===== config.mk =====
export PLATFORM = sky130hd
export DESIGN_NAME = index_stream_primitive_counter
export DESIGN_NICKNAME = d
export VERILOG_FILES = /design/src/rtl/ispc_pkg.sv /design/src/rtl/ispc_classify.sv /design/src/rtl/index_stream_primitive_counter.sv
export SDC_FILE = /design/constraint.sdc
export NUM_CORES = 1
export LEC_CHECK = 0
export ABC_CLOCK_PERIOD_IN_PS = 9700
export BUFFER_PORTS_ARGS = -buffer_cell sky130_fd_sc_hd__buf_2
export CAP_MARGIN = 20
export CORE_MARGIN = 5
export CORE_UTILIZATION = 30
export CTS_CLUSTER_SIZE = 10
export DETAILED_ROUTE_END_ITERATION = 7
export GPL_TIMING_DRIVEN = 0
export SETUP_SLACK_MARGIN = 0.4
export SLEW_MARGIN = 15
export SYNTH_ARGS = -nofsm -noshare
export SYNTH_HDL_FRONTEND = slang
export SYNTH_SLANG_ARGS = --single-unit

===== constraint.sdc =====
create_clock -name clk -period 9.7 [get_ports clk]
set_input_delay 1.455 -clock clk [delete_from_list [all_inputs] [get_ports clk]]
set_output_delay 1.455 -clock clk [all_outputs]
set_load 0.02 [all_outputs]

===== src/rtl/ispc_pkg.sv =====
// shared types, codes and reset values for the index stream primitive counter
package ispc_pkg;

  localparam int COUNT_WIDTH_DEF = 32;
  localparam int IDX_W           = 32;
  localparam int CAP_W           = 64;
  localparam int CFG_DATA_W      = 64;
  localparam int CFG_IDX_W       = 3;

  // configuration register indexes
  localparam logic [CFG_IDX_W-1:0] CFG_TOPOLOGY        = 3'd0;
  localparam logic [CFG_IDX_W-1:0] CFG_RESTART_ENABLE  = 3'd1;
  localparam logic [CFG_IDX_W-1:0] CFG_RESTART_INDEX   = 3'd2;
  localparam logic [CFG_IDX_W-1:0] CFG_BASE_OFFSET     = 3'd3;
  localparam logic [CFG_IDX_W-1:0] CFG_VTX_LIMIT       = 3'd4;

  typedef enum logic [2:0] {
    TOPO_POINTS     = 3'd0,
    TOPO_LINES      = 3'd1,
    TOPO_LINE_STRIP = 3'd2,
    TOPO_LINE_LOOP  = 3'd3,
    TOPO_TRI_LIST   = 3'd4,
    TOPO_TRI_STRIP  = 3'd5,
    TOPO_TRI_FAN    = 3'd6
  } topo_t;

  localparam topo_t              RST_TOPOLOGY       = TOPO_TRI_LIST;
  localparam logic               RST_RESTART_ENABLE = 1'b0;
  localparam logic [IDX_W-1:0]   RST_RESTART_INDEX  = '1;
  localparam logic [IDX_W-1:0]   RST_BASE_OFFSET    = '0;
  localparam logic [CAP_W-1:0]   RST_CAPACITY       = '1;

  typedef struct packed {
    logic [IDX_W-1:0] index;
    logic             last;
  } in_word_t;

  typedef struct packed {
    logic [31:0] vertex_total;
    logic [31:0] primitive_total;
    logic        status;
    logic [31:0] error_position;
  } out_word_t;

  // classification of one index
  typedef struct packed {
    logic is_restart;
    logic in_range;
  } ispc_class_t;

endpackage


===== src/rtl/ispc_classify.sv =====
// restart match and bound check of one index against the current configuration
module ispc_classify (
  input  logic [ispc_pkg::IDX_W-1:0] index,
  input  logic                       restart_enable,
  input  logic [ispc_pkg::IDX_W-1:0] restart_index,
  input  logic [ispc_pkg::IDX_W-1:0] base_offset,
  input  logic [ispc_pkg::CAP_W-1:0] vtx_limit,
  output ispc_pkg::ispc_class_t      cls
);

  localparam int SUM_W = ispc_pkg::IDX_W + 2;

  logic [SUM_W-1:0] resolved;

  // index is zero-extended, base sign-extended; bit 33 is the sign
  assign resolved = {2'b00, index} + {{2{base_offset[ispc_pkg::IDX_W-1]}}, base_offset};

  always_comb begin
    cls.is_restart = restart_enable && (index == restart_index);
    cls.in_range   = !resolved[SUM_W-1] &&
                     ({{(ispc_pkg::CAP_W-SUM_W){1'b0}}, resolved} < vtx_limit);
  end

endmodule


===== src/rtl/index_stream_primitive_counter.sv =====
// result path: a last word passes the input register and then the output register,
// and waits in the input register while the previous result still sits unaccepted there
// throughput: one index word per cycle; the counters are updated in one step from
// an input register, and only a last word waits for a full output register
// reset: synchronous active low; configuration returns to its defaults and all
// draw counters clear at once, so words are accepted in the first cycle after reset
module index_stream_primitive_counter #(
  parameter int COUNT_WIDTH = ispc_pkg::COUNT_WIDTH_DEF
) (
  input  logic                              clk,
  input  logic                              rst_n,
  input  logic                              in_valid,
  output logic                              in_ready,
  input  ispc_pkg::in_word_t                in_data,
  output logic                              out_valid,
  input  logic                              out_ready,
  output ispc_pkg::out_word_t               out_data,
  input  logic                              cfg_we,
  input  logic [ispc_pkg::CFG_IDX_W-1:0]    cfg_index,
  input  logic [ispc_pkg::CFG_DATA_W-1:0]   cfg_data
);

  localparam int CW = COUNT_WIDTH;

  // configuration
  ispc_pkg::topo_t                topology_r;
  logic                           restart_enable_r;
  logic [ispc_pkg::IDX_W-1:0]     restart_index_r;
  logic [ispc_pkg::IDX_W-1:0]     base_offset_r;
  logic [ispc_pkg::CAP_W-1:0]     capacity_r;

  // input register
  logic                           s1_valid_r;
  ispc_pkg::in_word_t             s1_word_r;

  // draw state
  logic [CW-1:0]                  seg_len_r, seg_len_nxt;
  logic [1:0]                     seg_mod3_r, seg_mod3_nxt;
  logic [CW-1:0]                  seg_q3_r, seg_q3_nxt;
  logic [CW-1:0]                  vcnt_r, vcnt_nxt;
  logic [CW-1:0]                  pcnt_r, pcnt_nxt;
  logic [31:0]                    item_r, item_nxt;
  logic                           err_r, err_nxt;
  logic [31:0]                    err_item_r, err_item_nxt;

  // output register
  logic                           out_valid_r;
  ispc_pkg::out_word_t            out_data_r, out_data_nxt;

  ispc_pkg::ispc_class_t          cls;
  logic                           s1_go;
  logic                           act, take_restart, bad, vtx, close_en;
  logic                           seg_sat;
  logic [CW-1:0]                  seg_inc;
  logic [1:0]                     mod3_inc;
  logic [CW-1:0]                  q3_inc;
  logic [CW-1:0]                  close_n, close_q3;
  logic [CW-1:0]                  prims;
  logic [CW:0]                    p_sum;
  logic [CW-1:0]                  p_close;
  logic                           n_ge2, n_ge3;
  logic [CW-1:0]                  vcnt_upd, pcnt_upd;

  // configuration writes
  always_ff @(posedge clk) begin
    if (!rst_n) begin
      topology_r       <= ispc_pkg::RST_TOPOLOGY;
      restart_enable_r <= ispc_pkg::RST_RESTART_ENABLE;
      restart_index_r  <= ispc_pkg::RST_RESTART_INDEX;
      base_offset_r    <= ispc_pkg::RST_BASE_OFFSET;
      capacity_r       <= ispc_pkg::RST_CAPACITY;
    end else if (cfg_we) begin
      unique case (cfg_index)
        ispc_pkg::CFG_TOPOLOGY:        topology_r       <= ispc_pkg::topo_t'(cfg_data[2:0]);
        ispc_pkg::CFG_RESTART_ENABLE:  restart_enable_r <= cfg_data[0];
        ispc_pkg::CFG_RESTART_INDEX:   restart_index_r  <= cfg_data[ispc_pkg::IDX_W-1:0];
        ispc_pkg::CFG_BASE_OFFSET:     base_offset_r    <= cfg_data[ispc_pkg::IDX_W-1:0];
        ispc_pkg::CFG_VTX_LIMIT:       capacity_r       <= cfg_data;
        default: ;
      endcase
    end
  end

  ispc_classify u_classify (
    .index           (s1_word_r.index),
    .restart_enable  (restart_enable_r),
    .restart_index   (restart_index_r),
    .base_offset     (base_offset_r),
    .vtx_limit       (capacity_r),
    .cls             (cls)
  );

  // only a last word needs room in the output register
  assign s1_go    = s1_valid_r && (!s1_word_r.last || !out_valid_r || out_ready);
  assign in_ready = !s1_valid_r || s1_go;

  always_ff @(posedge clk) begin
    if (!rst_n) begin
      s1_valid_r <= 1'b0;
    end else if (in_ready) begin
      s1_valid_r <= in_valid;
    end
  end

  always_ff @(posedge clk) begin
    if (in_valid && in_ready) begin
      s1_word_r <= in_data;
    end
  end

  always_comb begin
    act          = !err_r;
    take_restart = act && cls.is_restart;
    bad          = act && !cls.is_restart && !cls.in_range;
    vtx          = act && !cls.is_restart && cls.in_range;

    // segment length with its quotient and remainder by three kept alongside
    seg_sat  = &seg_len_r;
    seg_inc  = seg_sat ? seg_len_r : seg_len_r + CW'(1);
    mod3_inc = seg_sat ? seg_mod3_r : ((seg_mod3_r == 2'd2) ? 2'd0 : seg_mod3_r + 2'd1);
    q3_inc   = (!seg_sat && (seg_mod3_r == 2'd2)) ? seg_q3_r + CW'(1) : seg_q3_r;

    // a restart closes the old segment; a last vertex closes the grown one
    close_en = take_restart || (s1_word_r.last && vtx);
    close_n  = take_restart ? seg_len_r : seg_inc;
    close_q3 = take_restart ? seg_q3_r  : q3_inc;

    n_ge2 = |close_n[CW-1:1];
    n_ge3 = n_ge2 && (close_n != CW'(2));
    unique case (topology_r)
      ispc_pkg::TOPO_POINTS:     prims = close_n;
      ispc_pkg::TOPO_LINES:      prims = close_n >> 1;
      ispc_pkg::TOPO_LINE_STRIP: prims = n_ge2 ? close_n - CW'(1) : '0;
      ispc_pkg::TOPO_LINE_LOOP:  prims = n_ge2 ? close_n : '0;
      ispc_pkg::TOPO_TRI_LIST:   prims = close_q3;
      ispc_pkg::TOPO_TRI_STRIP,
      ispc_pkg::TOPO_TRI_FAN:    prims = n_ge3 ? close_n - CW'(2) : '0;
      default:                   prims = '0;
    endcase

    p_sum   = {1'b0, pcnt_r} + {1'b0, prims};
    p_close = p_sum[CW] ? '1 : p_sum[CW-1:0];

    pcnt_upd = close_en ? p_close : pcnt_r;
    vcnt_upd = (vtx && !(&vcnt_r)) ? vcnt_r + CW'(1) : vcnt_r;

    err_nxt      = err_r || bad;
    err_item_nxt = bad ? item_r : err_item_r;

    out_data_nxt.status          = err_nxt;
    out_data_nxt.vertex_total    = err_nxt ? 32'd0 : 32'(vcnt_upd);
    out_data_nxt.primitive_total = err_nxt ? 32'd0 : 32'(pcnt_upd);
    out_data_nxt.error_position  = err_nxt ? err_item_nxt : 32'd0;

    if (s1_word_r.last) begin
      seg_len_nxt  = '0;
      seg_mod3_nxt = 2'd0;
      seg_q3_nxt   = '0;
      vcnt_nxt     = '0;
      pcnt_nxt     = '0;
      item_nxt     = '0;
      err_nxt      = 1'b0;
      err_item_nxt = '0;
    end else begin
      vcnt_nxt = vcnt_upd;
      pcnt_nxt = pcnt_upd;
      item_nxt = (&item_r) ? item_r : item_r + 32'd1;
      if (take_restart) begin
        seg_len_nxt  = '0;
        seg_mod3_nxt = 2'd0;
        seg_q3_nxt   = '0;
      end else if (vtx) begin
        seg_len_nxt  = seg_inc;
        seg_mod3_nxt = mod3_inc;
        seg_q3_nxt   = q3_inc;
      end else begin
        seg_len_nxt  = seg_len_r;
        seg_mod3_nxt = seg_mod3_r;
        seg_q3_nxt   = seg_q3_r;
      end
    end
  end

  always_ff @(posedge clk) begin
    if (!rst_n) begin
      seg_len_r  <= '0;
      seg_mod3_r <= 2'd0;
      seg_q3_r   <= '0;
      vcnt_r     <= '0;
      pcnt_r     <= '0;
      item_r     <= '0;
      err_r      <= 1'b0;
      err_item_r <= '0;
    end else if (s1_go) begin
      seg_len_r  <= seg_len_nxt;
      seg_mod3_r <= seg_mod3_nxt;
      seg_q3_r   <= seg_q3_nxt;
      vcnt_r     <= vcnt_nxt;
      pcnt_r     <= pcnt_nxt;
      item_r     <= item_nxt;
      err_r      <= err_nxt;
      err_item_r <= err_item_nxt;
    end
  end

  always_ff @(posedge clk) begin
    if (!rst_n) begin
      out_valid_r <= 1'b0;
    end else if (s1_go && s1_word_r.last) begin
      out_valid_r <= 1'b1;
    end else if (out_ready) begin
      out_valid_r <= 1'b0;
    end
  end

  always_ff @(posedge clk) begin
    if (s1_go && s1_word_r.last) begin
      out_data_r <= out_data_nxt;
    end
  end

  assign out_valid = out_valid_r;
  assign out_data  = out_data_r;

  // an error result never carries totals
  a_err_zero_totals: assert property (@(posedge clk) disable iff (!rst_n)
    out_valid_r && out_data_r.status |->
      out_data_r.vertex_total == 32'd0 && out_data_r.primitive_total == 32'd0)
    else $error("error result carries nonzero totals");

  // a finished draw leaves every counter cleared
  a_draw_clear: assert property (@(posedge clk) disable iff (!rst_n)
    s1_go && s1_word_r.last |=>
      vcnt_r == '0 && pcnt_r == '0 && item_r == '0 && !err_r && seg_len_r == '0)
    else $error("draw state not cleared after last word");

  // quotient and remainder by three follow the segment length
  a_seg_div3: assert property (@(posedge clk) disable iff (!rst_n)
    seg_mod3_r != 2'd3 && (seg_len_r != '0 || (seg_q3_r == '0 && seg_mod3_r == 2'd0)))
    else $error("segment division state out of step");

  // a segment never holds more vertices than the draw
  a_seg_le_vcnt: assert property (@(posedge clk) disable iff (!rst_n)
    seg_len_r <= vcnt_r)
    else $error("segment length exceeds vertex count");

  // the recorded error position lies before the current word
  a_err_pos: assert property (@(posedge clk) disable iff (!rst_n)
    err_r |-> (err_item_r < item_r) || (&item_r))
    else $error("error position not behind current word");

endmodule


======== Yosys cells after proc, flatten, opt, wreduce, memory -nomap -nowiden ========
Cells that the tools add are included.
storage, ports and cells
  flip-flop bits (word level) ............. 459
  input port bits ......................... 105
  output and inout bits ................... 99
operators by class
  add/subtract/negate cells ............... 9
  magnitude comparators ................... 1
  equality and inequality tests ........... 15
  muxes and demuxes ....................... 31
  reductions and logical operators ........ 44
operator list
  operator                                                                number
  32-bit 2-to-1 mux                                                       22
  32-bit case mux with 6 select lines                                     1
  32-bit by 1-bit adder with 32-bit output (second input constant)        4
  32-bit AND reduction                                                    3
  34-bit by 64-bit < comparator with 1-bit output                         1
  33-bit by 32-bit adder with 34-bit output                               1
  32-bit by 32-bit adder with 33-bit output                               1
  32-bit equality test                                                    1
  32-bit by 2-bit != test with 1-bit output (second input constant)       1
  32-bit by 1-bit subtractor with 32-bit output (second input constant)   1
  32-bit by 2-bit subtractor with 32-bit output (second input constant)   1
  31-bit OR reduction                                                     1
  2-bit AND reduction                                                     7
  1-bit logical AND                                                       13
  3-bit by 2-bit equality test with 1-bit output (second input constant)  4
  3-bit equality test (second input constant)                             4
  2-bit 2-to-1 mux                                                        5
  1-bit logical NOT                                                       9
  3-bit by 1-bit equality test with 1-bit output (second input constant)  2
  3-bit logical NOT                                                       2
  1-bit logical OR                                                        5
  1-bit 2-to-1 mux                                                        3
  3-bit != test (second input constant)                                   1
  3-bit AND reduction                                                     1
  6 further kinds                                                         6

======== Logic depth before layout (Yosys ltp) ========
  depth in word-level cells ............... 12
  depth in mapped cells ................... 31
  depth with buffers taken out ............ 26

======== Cells and area by module ========
From an unflattened synthesis, not the netlist that was laid out.
second synthesis, totals
  cells, all modules ...................... 3,271
  area total of the unflattened synthesis .. 26,868.3 µm²
by module, submodules not included
  module                          instances  cells an instance  area an instance (µm²)
  index_stream_primitive_counter  1          2,873              23,866.6
  ispc_classify                   1          398                3,001.6

======== Worst setup path before layout ========
Ideal clock, no wire load.
  kind .................................... register to register
  from .................................... reg s1_word_r[31] in the netlist's numbering
  to ...................................... reg out_data_r, in the netlist out_data[40] (data pin)
  library setup time ...................... 0.266 ns
  arrival time ............................ 6.949 ns
  required time ........................... 9.434 ns
  slack ................................... 2.485 ns
  cell stages (with the launch flop) ...... 31
  period minus slack after synthesis ...... 7.215 ns
  cells stage by stage .................... edfxtp_1 > xnor2_1 > nand4_1 > nor4_1 > nand4_1 > buf_2 > buf_2 > buf_2 > nand2_1 > mux2i_1 > ha_1 > nand3_1 > nor4_4 > o21ai_2 > buf_2 > nand2_1 > o221ai_1 > ha_1 > fa_1 > a211oi_1 > o21ai_0 > a31oi_1 > o311ai_0 > o311a_1 > a311o_1 > o21ai_0 > o21a_1 > clkbuf_1 > nand2_1 > mux2i_1 > nor2_1
on the way
  longest elaborated chain between the ends .. 11
  elaborated cells on any way between the ends .. 29
  classes of those cells .................. 4 x add/sub; 1 x order compare; 2 x eq/ne; 8 x mux; 14 x reduce/logical
ends and longest elaborated chain
  element                                                                                             line                                   RTL
  start, declared                                                                                     index_stream_primitive_counter.sv:34   ispc_pkg::in_word_t s1_word_r;
  start signal, assigned                                                                              index_stream_primitive_counter.sv:107  s1_word_r <= in_data;
  parallel branches: the longest is 11 deep, another holds 32-bit by 32-bit adder with 33-bit output  n/a
  end signal, assigned                                                                                index_stream_primitive_counter.sv:218  out_data_r <= out_data_nxt;
  end, declared                                                                                       index_stream_primitive_counter.sv:48   ispc_pkg::out_word_t out_data_r, out_data_nxt;
Several ways; the timed one is not identified.
A chain may end at the register's enable or synchronous reset.

======== Worst setup path in the final report ========
  from .................................... reg s1_word_r[5] in the netlist's numbering
  to ...................................... reg out_data_r, in the netlist out_data[33] (data pin)
Same word-level chain as after synthesis.

==> results.yml <==
setup_path:
  reg2reg_to: "out_data[33]$_SDFFCE_PN0P_"
  reg2reg_from: "s1_word_r[5]$_DFFE_PP_"
  end_kind: "flip-flop"
  crit_required_ns: 10.04
  slowest_stage: "o31ai_1"
  slowest_delay_ns: 0.68
  rr_worst_depth: 31
  critPathLaunchType: "flip-flop"
  rrSetupSlack_ns: 0.64
  worstSetupStartpoint: "s1_word_r[5]$_DFFE_PP_"
  cp_max_fo: 10
  critPathKind: "flip-flop to flip-flop"
  arrival_ns: 9.40
cts:
  cts.htree.levels: 2
  clock_tree.root_cell: "clkbuf_16"
  ctsHoldBuffers: 0
  cts.sinks: 459
  path_clk_slew_ns: 0.06
  tritoncts: "done"
  cts_buffer_depth: 3
  cts_buffers: 55
  clk_latency_ns: 0.64
power_and_ir_drop:
  netSwitchingPower_mw: 1.114
  p_int_mw: 3.285
  pwr-share-comb: 0.085
  p_sw_frac: 0.2532
  p_clk_frac: 0.454
  pwr-share-seq: 0.461
  power_density_nw_per_um2: 135.3
  fin_total_pwr_mw: 4.399
  ir_worst_vdd_mv: 0.1336
  power_leakage_nw: 13.14
layout:
  nets: 3846
  ff_latch_area_um2: 10490
  syn2layout_area_growth_pct: 16.44
  final_layout_size_suffix_gt1_frac: 0.1111
  multi_input_area_um2: 16320
  fin_util: 0.3530
  fill_cells: 9720
timing:
  setup_viol: 0
  hold_viol_final: 0
  tightest_slew_ns: 1.117
  max_clock_freq_mhz: 110.4
  post-route-min-period_ns: 9.056
  fin_crit_sh: 0.9336
  maxSlewViolCount: 0
  rsz0062_at_grt: "no"
  setup_ws_ns: 0.6436
  slew_headroom: 0.2553
  finalSetupTns_ns: 0
  holdWs_ns: 0.4627
  skew_ns: 0.04265
min_path:
  hold_start: "base_offset_r[13]$_SDFFE_PN0P_"
  holdPathStages: 2
  hold_end: "base_offset_r[13]$_SDFFE_PN0P_"
  min_path_type: "flip-flop to flip-flop"
die:
  initial_utilization: 0.3032
  pin_count: 204
  fp.coreArea_um2: 92080
  die_y_um: 315.1
  rows: 111
  die_x_um: 315.1
  dieArea_um2: 99260
placed_design:
  place_congestion: 0.9923
  place_ws_ns: -0.7115
  dpl.hpwl_um: 79740
  io_buffer_count: 203
drt:
  vias_per_cell: 5.544
  vias: 27281
  drt-initial-drc-count: 2847
  firstDrtPassIters: 7
  routed_wl_um: 103800
  drc: 0
  wl_per_cell_um: 21.09
  ant_nets: 0
yosys:
  yosys.area.top_type_share: 0.2359
  netlist.top_cell.by_area: "dfxtp_1"
  synth_seq_cells: 459
  yosys.cell_count.top_type: "nand2_1"
  synth_fp_nets: 3571
  synth_area_um2: 27920
  postSynthCellCount: 3358
  synth_area_leaders: "dfxtp_1 (24%), edfxtp_1 (14%), nand2_1 (6.2%)"
  yosysSeqAreaShare: 0.3758
  synth_top_cells_by_count: "nand2_1 (459), dfxtp_1 (329), nor2_1 (264), a21oi_1 (204), nand3_1 (168)"
  ys_types: 103
  synth_edf_count: 130
  ys_warn_count: 0
  async_reset_ff_frac: 0
  avgSynthCellArea_um2: 8.314
  synth_ff_type: "dfxtp_1"
outcome:
  status: "complete, no violations"
global_routing:
  antenna_found_initial: 9
  grt_pass1_wl_um: 155600
  track_usage: 0.1994
  overflow: 0
  grt_max_degree: 33
  grt_pass1_vias: 25363
flow_run:
  maxCapViolations: 0
## logic make-up (layout without fill, tap and decap cells)
family | after synthesis | after routing | synth area share
buf+inv | 311 | 627 | 0.04437
simple gates | 1366 | 1366 | 0.2373
other cells | 0 | 4 | 0
fa+ha+maj | 108 | 108 | 0.04894
flops | 459 | 459 | 0.3758
xor+xnor | 209 | 209 | 0.06557
compound gates | 873 | 873 | 0.2163
mux | 32 | 32 | 0.01179
## stage by stage
| stage | cells | instance area, um^2 |
|---|---|---|
| global route | 4918 | 32500 |
| finish | 4921 | 32500 |
| detailed placement | 4810 | 30630 |
| CTS | 4908 | 32360 |
| floorplan | 3358 | 27920 |
| global placement | 4804 | 30490 |
## power groups by stage
| stage | Combinational [mW] | Sequential (mW) | Clock [mW] |
|---|---|---|---|
| after CTS | 0.367 | 2.03 | 2.04 |
| after detailed placement | 0.364 | 2.07 | 0 |
| after floorplan | 0.210 | 2.07 | 0 |
| final | 0.375 | 2.03 | 2.00 |
| after global routing | 0.405 | 2.03 | 2.12 |
| after global placement | 0.358 | 2.07 | 0 |
## worst max-delay path, delay by kind of cell, from the launching register on
family	cells	cell delay [ns]
xor gates and xnor gates	2	0.43
and+or+nand+nor	9	2.66
buffers and inverters	8	2.14
DFF	1	0.45
adders and majority gates	2	0.38
AOI/OAI and AO/OA	10	2.68
## layer usage
metal | GRT usage | vias to the layer above | wire, um
met5 | 0 | - | 53
met4 | 0.06355 | 8 | 3683
met3 | 0.03872 | 204 | 8552
met2 | 0.3110 | 1186 | 45230
met1 | 0.2783 | 12961 | 46290
li1 | - | 12922 | -
## worst max path at each step
| stage | cells after the start | slack, ns | end |
|---|---|---|---|
| after floorplan | 30 | 2.49 | out_data[40]$_SDFFCE_PN0P_ |
| final | 31 | 0.64 | out_data[33]$_SDFFCE_PN0P_ |
| after detailed placement | 30 | -0.71 | out_data[55]$_SDFFCE_PN0P_ |
| after global routing | 30 | 0.46 | out_data[34]$_SDFFCE_PN0P_ |
| after CTS | 29 | 0.43 | out_data[33]$_SDFFCE_PN0P_ |
| after global placement | 30 | -0.78 | out_data[55]$_SDFFCE_PN0P_ |
## cells in the final DEF (no fill, tap or decap), drive strengths merged, types with 21 or more instances in the layout
master	Yosys	final
nor2	266	266
nand2	459	459
a22o	75	75
o31ai	34	34
or4	23	23
nor2b	21	21
clkbuf	157	247
nand3	169	169
buf	51	269
xor2	81	81
mux2i	25	25
a31oi	32	32
nor3	129	129
inv	101	102
and3	61	61
and2	32	32
xnor2	128	128
o21ai	155	155
or3	32	32
a21o	37	37
nor4	33	33
o211ai	67	67
a211o	29	29
ha	106	106
a211oi	40	40
nand4	67	67
dfxtp	329	329
edfxtp	130	130
a21oi	204	204
## flip-flops by register name, indices dropped and copies added, names as in the netlist
register / cells
seg_q3_r: 32
topology_r: 3
base_offset_r: 32
err_item_r: 32
capacity_r: 64
restart_index_r: 32
out_valid: 1
pcnt_r: 32
vcnt_r: 32
seg_mod3_r: 2
err_r: 1
seg_len_r: 32
out_data: 97
item_r: 32
restart_enable_r: 1
s1_valid_r: 1
s1_word_r: 33
## final cells by class
class                   instances  share of cell area
multi-input cells            2588              0.5020
flip-flops and latches        459              0.3227
plain buffers                 208             0.02633
clock inverters                 8            0.003310
repair buffers                218             0.03672
inverters                     103             0.01189
diodes                          4           0.0003079
well taps                    1243             0.04785
clock buffers                  90             0.04889
## repair_timing
action	4_1_cts	5_1_grt
gates resized for setup	11	11
setup endpoints to repair	64	64
buffers inserted	0	9
pin swaps	0	3
cloned	0	0
endpoints found under the hold margin	0	0
(Power assumes the default switching activity.)
